$ cat config.mk
export PLATFORM = sky130hd
export DESIGN_NAME = correlation_bit_demodulator_core
export DESIGN_NICKNAME = d
export VERILOG_FILES = /design/src/rtl/core/cbd_pkg.sv /design/src/rtl/core/cbd_cfg.sv /design/src/rtl/core/cbd_correlator.sv /design/src/rtl/core/cbd_decision.sv /design/src/rtl/core/correlation_bit_demodulator_core.sv
export SDC_FILE = /design/constraint.sdc
export NUM_CORES = 2
export LEC_CHECK = 0
export ABC_AREA = 0
export BUFFER_PORTS_ARGS = -buffer_cell sky130_fd_sc_hd__buf_2
export CORE_ASPECT_RATIO = 1.25
export CORE_MARGIN = 5
export CORE_UTILIZATION = 28
export CTS_CLUSTER_DIAMETER = 60
export DETAILED_ROUTE_END_ITERATION = 7
export GPL_TIMING_DRIVEN = 0
export PLACE_DENSITY = 0.52
export SLEW_MARGIN = 15
export SYNTH_ARGS = -nofsm -noshare
export SYNTH_HDL_FRONTEND = slang
export SYNTH_SLANG_ARGS = --single-unit
$ cat constraint.sdc
create_clock -name clk -period 14 [get_ports clk]
set_input_delay 0.7 -clock clk [delete_from_list [all_inputs] [get_ports clk]]
set_output_delay 0.7 -clock clk [all_outputs]
set_load 0.01 [all_outputs]
$ cat src/rtl/core/cbd_pkg.sv
// cbd_pkg: shared widths, register map and stage types for the correlation bit demodulator
// no dependencies; every other rtl/core file refers to it by scoped names

package cbd_pkg;

    localparam int SAMPLE_WIDTH = 16;
    localparam int ACC_WIDTH    = 40;
    localparam int PROD_WIDTH   = 2 * SAMPLE_WIDTH;
    localparam int METRIC_WIDTH = 40;
    localparam int THRESH_WIDTH = 40;
    localparam int SPB_WIDTH    = 8;

    localparam int APB_DATA_WIDTH = 64;
    localparam int APB_ADDR_WIDTH = 5;
    localparam int REG_SEL_LSB    = 3;
    localparam int REG_SEL_WIDTH  = APB_ADDR_WIDTH - REG_SEL_LSB;

    localparam logic [SPB_WIDTH-1:0] SPB_RESET = SPB_WIDTH'(40);

    typedef enum logic [REG_SEL_WIDTH-1:0] {
        REG_MODE      = 2'd0,
        REG_SPB       = 2'd1,
        REG_THRESHOLD = 2'd2,
        REG_UNUSED    = 2'd3
    } reg_sel_t;

    typedef enum logic {
        MODE_SINGLE = 1'b0,
        MODE_DUAL   = 1'b1
    } mode_t;

    typedef struct packed {
        mode_t                           mode;
        logic [SPB_WIDTH-1:0]            samples_per_bit;
        logic signed [THRESH_WIDTH-1:0]  decision_threshold;
    } cfg_t;

    typedef struct packed {
        logic                          valid;
        logic signed [ACC_WIDTH-1:0]   integral_zero;
        logic signed [ACC_WIDTH-1:0]   integral_one;
    } dump_t;

endpackage

$ cat src/rtl/core/cbd_cfg.sv
// cbd_cfg: apb-style register block holding mode, period length and threshold
// depends on cbd_pkg

module cbd_cfg
(
    input  logic                                 clk,
    input  logic                                 rst_n,
    input  logic                                 psel,
    input  logic                                 penable,
    input  logic                                 pwrite,
    input  logic [cbd_pkg::APB_ADDR_WIDTH-1:0]   paddr,
    input  logic [cbd_pkg::APB_DATA_WIDTH-1:0]   pwdata,
    output logic [cbd_pkg::APB_DATA_WIDTH-1:0]   prdata,
    output logic                                 pready,
    output cbd_pkg::cfg_t                        cfg
);

    cbd_pkg::cfg_t    cfg_reg;
    cbd_pkg::cfg_t    cfg_next;
    cbd_pkg::reg_sel_t sel;
    logic             wr_en;

    assign sel    = cbd_pkg::reg_sel_t'(paddr[cbd_pkg::APB_ADDR_WIDTH-1:cbd_pkg::REG_SEL_LSB]);
    assign wr_en  = psel && penable && pwrite;
    assign pready = 1'b1;
    assign cfg    = cfg_reg;

    always_comb
    begin
        cfg_next = cfg_reg;
        if (wr_en)
        begin
            case (sel)
                cbd_pkg::REG_MODE:
                    cfg_next.mode = cbd_pkg::mode_t'(pwdata[0]);
                cbd_pkg::REG_SPB:
                    cfg_next.samples_per_bit = pwdata[cbd_pkg::SPB_WIDTH-1:0];
                cbd_pkg::REG_THRESHOLD:
                    cfg_next.decision_threshold = pwdata[cbd_pkg::THRESH_WIDTH-1:0];
                default:
                    cfg_next = cfg_reg;
            endcase
        end
    end

    always_comb
    begin
        case (sel)
            cbd_pkg::REG_MODE:
                prdata = cbd_pkg::APB_DATA_WIDTH'(cfg_reg.mode);
            cbd_pkg::REG_SPB:
                prdata = cbd_pkg::APB_DATA_WIDTH'(cfg_reg.samples_per_bit);
            cbd_pkg::REG_THRESHOLD:
                prdata = cbd_pkg::APB_DATA_WIDTH'($unsigned(cfg_reg.decision_threshold));
            default:
                prdata = '0;
        endcase
    end

    always_ff @(posedge clk or negedge rst_n)
    begin
        if (!rst_n)
        begin
            cfg_reg.mode               <= cbd_pkg::MODE_SINGLE;
            cfg_reg.samples_per_bit    <= cbd_pkg::SPB_RESET;
            cfg_reg.decision_threshold <= '0;
        end
        else
        begin
            cfg_reg <= cfg_next;
        end
    end

endmodule

$ cat src/rtl/core/cbd_correlator.sv
// cbd_correlator: input register, product register and integrate-and-dump accumulators
// depends on cbd_pkg; hands finished period integrals to the decision stage

module cbd_correlator
(
    input  logic                                    clk,
    input  logic                                    rst_n,
    input  logic                                    advance,
    input  logic                                    in_valid,
    input  logic signed [cbd_pkg::SAMPLE_WIDTH-1:0] rx_sample,
    input  logic signed [cbd_pkg::SAMPLE_WIDTH-1:0] ref0_sample,
    input  logic signed [cbd_pkg::SAMPLE_WIDTH-1:0] ref1_sample,
    input  logic [cbd_pkg::SPB_WIDTH-1:0]           samples_per_bit,
    output cbd_pkg::dump_t                          dump
);

    logic                                    in_valid_reg;
    logic signed [cbd_pkg::SAMPLE_WIDTH-1:0] rx_reg;
    logic signed [cbd_pkg::SAMPLE_WIDTH-1:0] ref0_reg;
    logic signed [cbd_pkg::SAMPLE_WIDTH-1:0] ref1_reg;

    logic                                    prod_valid_reg;
    logic signed [cbd_pkg::PROD_WIDTH-1:0]   prod0_reg;
    logic signed [cbd_pkg::PROD_WIDTH-1:0]   prod1_reg;

    logic signed [cbd_pkg::ACC_WIDTH-1:0]    acc0_reg;
    logic signed [cbd_pkg::ACC_WIDTH-1:0]    acc1_reg;
    logic [cbd_pkg::SPB_WIDTH-1:0]           index_reg;

    logic signed [cbd_pkg::ACC_WIDTH-1:0]    acc0_next;
    logic signed [cbd_pkg::ACC_WIDTH-1:0]    acc1_next;
    logic [cbd_pkg::SPB_WIDTH-1:0]           index_next;
    logic [cbd_pkg::SPB_WIDTH-1:0]           period;
    logic                                    period_end;

    logic                                    dump_valid_reg;
    logic signed [cbd_pkg::ACC_WIDTH-1:0]    dump_zero_reg;
    logic signed [cbd_pkg::ACC_WIDTH-1:0]    dump_one_reg;

    assign acc0_next  = acc0_reg + cbd_pkg::ACC_WIDTH'(prod0_reg);
    assign acc1_next  = acc1_reg + cbd_pkg::ACC_WIDTH'(prod1_reg);
    assign index_next = index_reg + cbd_pkg::SPB_WIDTH'(1);
    // zero period behaves as one
    assign period     = (samples_per_bit == '0) ? cbd_pkg::SPB_WIDTH'(1) : samples_per_bit;
    assign period_end = index_next >= period;
    assign dump       = {dump_valid_reg, dump_zero_reg, dump_one_reg};

    // input and product stages
    always_ff @(posedge clk or negedge rst_n)
    begin
        if (!rst_n)
        begin
            in_valid_reg   <= 1'b0;
            prod_valid_reg <= 1'b0;
        end
        else if (advance)
        begin
            in_valid_reg   <= in_valid;
            prod_valid_reg <= in_valid_reg;
        end
    end

    always_ff @(posedge clk)
    begin
        if (advance)
        begin
            rx_reg    <= rx_sample;
            ref0_reg  <= ref0_sample;
            ref1_reg  <= ref1_sample;
            prod0_reg <= rx_reg * ref0_reg;
            prod1_reg <= rx_reg * ref1_reg;
        end
    end

    // integrate and dump
    always_ff @(posedge clk or negedge rst_n)
    begin
        if (!rst_n)
        begin
            acc0_reg       <= '0;
            acc1_reg       <= '0;
            index_reg      <= '0;
            dump_valid_reg <= 1'b0;
        end
        else if (advance)
        begin
            dump_valid_reg <= prod_valid_reg && period_end;
            if (prod_valid_reg)
            begin
                if (period_end)
                begin
                    acc0_reg  <= '0;
                    acc1_reg  <= '0;
                    index_reg <= '0;
                end
                else
                begin
                    acc0_reg  <= acc0_next;
                    acc1_reg  <= acc1_next;
                    index_reg <= index_next;
                end
            end
        end
    end

    always_ff @(posedge clk)
    begin
        if (advance)
        begin
            dump_zero_reg <= acc0_next;
            dump_one_reg  <= acc1_next;
        end
    end

endmodule

$ cat src/rtl/core/cbd_decision.sv
// cbd_decision: forms the period metric, compares it with the threshold, holds the result beat
// depends on cbd_pkg; fed by cbd_correlator

module cbd_decision
(
    input  logic                                     clk,
    input  logic                                     rst_n,
    input  logic                                     advance,
    input  cbd_pkg::dump_t                           dump,
    input  cbd_pkg::cfg_t                            cfg,
    output logic                                     out_valid,
    output logic                                     bit_value,
    output logic signed [cbd_pkg::METRIC_WIDTH-1:0]  decision_metric
);

    logic signed [cbd_pkg::ACC_WIDTH-1:0]    metric;
    logic                                    bit_next;
    logic                                    out_valid_reg;
    logic                                    bit_reg;
    logic signed [cbd_pkg::METRIC_WIDTH-1:0] metric_reg;

    assign metric = (cfg.mode == cbd_pkg::MODE_DUAL)
                  ? dump.integral_one - dump.integral_zero
                  : dump.integral_zero;
    assign bit_next = metric > cfg.decision_threshold;

    assign out_valid       = out_valid_reg;
    assign bit_value       = bit_reg;
    assign decision_metric = metric_reg;

    always_ff @(posedge clk or negedge rst_n)
    begin
        if (!rst_n)
        begin
            out_valid_reg <= 1'b0;
        end
        else if (advance)
        begin
            out_valid_reg <= dump.valid;
        end
    end

    always_ff @(posedge clk)
    begin
        if (advance)
        begin
            bit_reg    <= bit_next;
            metric_reg <= cbd_pkg::METRIC_WIDTH'(metric);
        end
    end

endmodule

$ cat src/rtl/core/correlation_bit_demodulator_core.sv
// correlation_bit_demodulator_core: integrate-and-dump correlation demodulator top level
// depends on cbd_pkg, cbd_cfg, cbd_correlator, cbd_decision
//
// One sample beat is taken every clock cycle while the result beat is not held by out_stall.
// Each beat passes an input register, a product register (two 16x16 multipliers), the
// accumulate stage and the decision register. At the end of every period of samples_per_bit
// samples (zero counts as one) one result beat gives the decided bit and the metric; single
// mode uses the ref0 integral, dual mode the ref1 integral minus the ref0 integral, and the
// bit is one when the metric is greater than the signed threshold. A held result stalls the
// whole pipeline.
// Registers (64-bit apb data): mode at 0x00, samples_per_bit at 0x08, threshold at 0x10.

module correlation_bit_demodulator_core
(
    input  logic                                     clk,
    input  logic                                     rst_n,
    input  logic                                     psel,
    input  logic                                     penable,
    input  logic                                     pwrite,
    input  logic [cbd_pkg::APB_ADDR_WIDTH-1:0]       paddr,
    input  logic [cbd_pkg::APB_DATA_WIDTH-1:0]       pwdata,
    output logic [cbd_pkg::APB_DATA_WIDTH-1:0]       prdata,
    output logic                                     pready,
    input  logic                                     in_valid,
    output logic                                     in_stall,
    input  logic signed [cbd_pkg::SAMPLE_WIDTH-1:0]  rx_sample,
    input  logic signed [cbd_pkg::SAMPLE_WIDTH-1:0]  ref0_sample,
    input  logic signed [cbd_pkg::SAMPLE_WIDTH-1:0]  ref1_sample,
    output logic                                     out_valid,
    input  logic                                     out_stall,
    output logic                                     bit_value,
    output logic signed [cbd_pkg::METRIC_WIDTH-1:0]  decision_metric
);

    cbd_pkg::cfg_t  cfg;
    cbd_pkg::dump_t dump;
    logic           advance;

    // pipeline moves unless a result beat is waiting
    assign advance  = !(out_valid && out_stall);
    assign in_stall = !advance;

    cbd_cfg u_cfg
    (
        .clk     (clk),
        .rst_n   (rst_n),
        .psel    (psel),
        .penable (penable),
        .pwrite  (pwrite),
        .paddr   (paddr),
        .pwdata  (pwdata),
        .prdata  (prdata),
        .pready  (pready),
        .cfg     (cfg)
    );

    cbd_correlator u_correlator
    (
        .clk             (clk),
        .rst_n           (rst_n),
        .advance         (advance),
        .in_valid        (in_valid),
        .rx_sample       (rx_sample),
        .ref0_sample     (ref0_sample),
        .ref1_sample     (ref1_sample),
        .samples_per_bit (cfg.samples_per_bit),
        .dump            (dump)
    );

    cbd_decision u_decision
    (
        .clk             (clk),
        .rst_n           (rst_n),
        .advance         (advance),
        .dump            (dump),
        .cfg             (cfg),
        .out_valid       (out_valid),
        .bit_value       (bit_value),
        .decision_metric (decision_metric)
    );

endmodule

==> metrics <==
Rows=155; max-cap viol count=0; R2R Setup Slk=5690 ps; starting DRC count in detailed routing=between 1500 and 2000; #FFs+latches synth=374; first-pass GRT wire length=177300 um; Die Footprint=150300 sq um; CTS buffer count=53; class of the worst hold path=primary input to flop; vias in the first global route=30490; Critical Path RT=14260 ps; Initial Util=0.2805; Die H=432.2 um; RSZ-0062 raised after global routing=no; max reg flops=49; Slew Limit Fails=0; total wire length=approximately 110000 um; Slew HR=0.2296; Routed Antenna Nets=0; total global-route track usage=0.1520; TNS Setup=0 ps; number of detailed-route iterations in the first pass=5; slew at the pin closest to its max-slew limit=1126 ps; period utilization=0.5934; Die W=about 350 um; most common cell after layout, fill and taps aside=inv_1; Final #Nets=5264; Main synth FF type=edfxtp_1; crit start category=flop; largest area contributor in the netlist=fa_1; largest net degree at the start of global routing=78; Async S/R FF share, synth=0.3770; Synth area leaders=fa_1 (26%), edfxtp_1 (18%), ha_1 (10%); min-delay src=ref0_sample[3]; hold_buf cts=1; routed wl met2=roughly 56000 um; initial antenna violation count=7; Vias/cell=4.586; # IOs=232; hold path cells=1; Post-CTS Setup Repair Bufs=0; CP endpoint kind=flop; clock tree buffer depth=3; final setup vio count=0; CTS tree=yes; WL per Instance=18.31 um; Clock Pin Slew Worst Setup and Hold Paths=approximately 60 ps; routed length on met3=between 5000 and 6000 um; layout cells sized above 1=0.08204; Root Buffer=clkbuf_16; Final Skew=around 34 ps; Mapped Area=around 40000 sq um; critical path data arrival time=8560 ps; Worst R2R Start=u_correlator.rx_reg[15]; CTS resizes=0; DRT met1 WL=48770 um; DP HPWL=94680 um; Max Clk Rate=about 120 MHz; sequential area share after synthesis=0.2637; Distinct cells, synth=85; routability cong.=0.8781; status=complete, no violations; FILL cells=14900; Syn-to-layout area delta=13.35%; core area=142300 sq um; Register Area=10530 sq um; cell count after synthesis=4020; Final min period=8307 ps; critical-path maximum fanout=10; top sig layer=met4; I/O Buffers=179; Hold Path Sink=u_correlator.ref0_reg[3]; r2r endpoint=u_correlator.prod1_reg[30]; endpoints failing hold=0; Post-synth EDFFs=233; # placed instances=a little over 6000; WS Path Type=flop to flop; grt ovf=0; H-tree Lvls=2; via count=28490; Yosys top cell area share=0.2642; Worst Setup SP=u_correlator.rx_reg[15]; Layout Cells excl Fill=6212; Worst R2R Path Depth=20; most frequent cells in the layout=inv_1 (714), fa_1 (527), nand2_1 (460), ha_1 (330), and2_1 (294); DRC=0; Yosys warning count=0; area used by multi-input combinational logic=26140 sq um; Sink Count=between 300 and 400; Clk Latency, worst-skew pair=roughly 640 ps; syn avg cell area=9.932 sq um
## worst max path at each step
stage | end | slack, ps
5_1_grt | u_correlator.prod1_reg[30] | 5380
3_5_place_dp | u_correlator.prod1_reg[30] | 5770
4_1_cts | u_correlator.prod1_reg[30] | 5710
6_report | u_correlator.prod1_reg[30] | 5690
3_3_place_gp | u_correlator.acc0_reg[29] | 70
2_1_floorplan | u_correlator.acc0_reg[39] | 6180
## critical path, cell delays in order (launching register included)
cell      delay [ps]
edfxtp_1         460
clkbuf_1         760
nand2_1          230
inv_1            180
fa_1             530
fa_1             970
fa_1             590
fa_1             520
fa_1             490
inv_1             50
fa_1             470
inv_1             40
ha_1             330
o21a_1           120
o21ai_0          310
nor2_1            90
nand3_1          190
a311oi_1         200
o21a_1           240
o21a_1           190
o311ai_1         950
## Yosys cell counts (all sizes together), types with 13 or more instances
library cell	n
a21oi	155
nand4	16
xor2	61
nor2b	20
o21a	35
a21o	92
o211ai	13
ha	330
and2	294
a211oi	15
fa	527
xnor2	126
inv	714
nor2	99
and3	18
nor3	21
o21bai	27
buf	28
nand2	461
clkbuf	127
dfrtp	139
nand3	42
nand2b	39
o21ai	187
edfxtp	233
a22o	49
mux2i	18
## final cells by class
class / instances / area share
multi-input combinational: 2800 / 0.5775
sequential: 374 / 0.2326
inverter: 714 / 0.05922
tap: 1884 / 0.05209
clock buffer: 60 / 0.03033
timing repair buffer: 185 / 0.02328
buffer: 155 / 0.01496
clock inverter: 39 / 0.009980
antenna: 1 / 0.00005529
## through the flow
step             util  setup WS, ps  hold slack, ps  instance area [sq um]
3_3_place_gp   0.3039         69.90           461.2                  43270
2_1_floorplan       -          6182           404.4                  40010
6_report       0.3179          5693           229.0                  45260
4_1_cts        0.3179          5712           173.8                  45250
3_5_place_dp   0.3050          5766           463.5                  43420
5_1_grt        0.3179          5384           200.0                  45250
## metal layers
layer	up-vias	track usage
met5	-	0
met4	0	0.04425
met3	158	0.01887
met2	675	0.2715
met1	14180	0.1926
li1	13480	-
## kinds of logic (layout without fill, tap and decap cells)
family                   Yosys count  after routing  synth area share
adder cells (fa/ha/maj)          857            857            0.3677
AO/OA/AOI/OAI                    655            655            0.1077
buffers and inverters            869           1153           0.08408
flip-flops                       374            374            0.2637
AND/OR/NAND/NOR                 1050           1050            0.1289
other                              2             26         0.0001881
multiplexers                      26             26          0.006769
XOR/XNOR                         187            187           0.04102
Power is left out: the tool's default activity adds up to more than one toggle a clock period on the data nets, which glitch-free logic cannot reach.
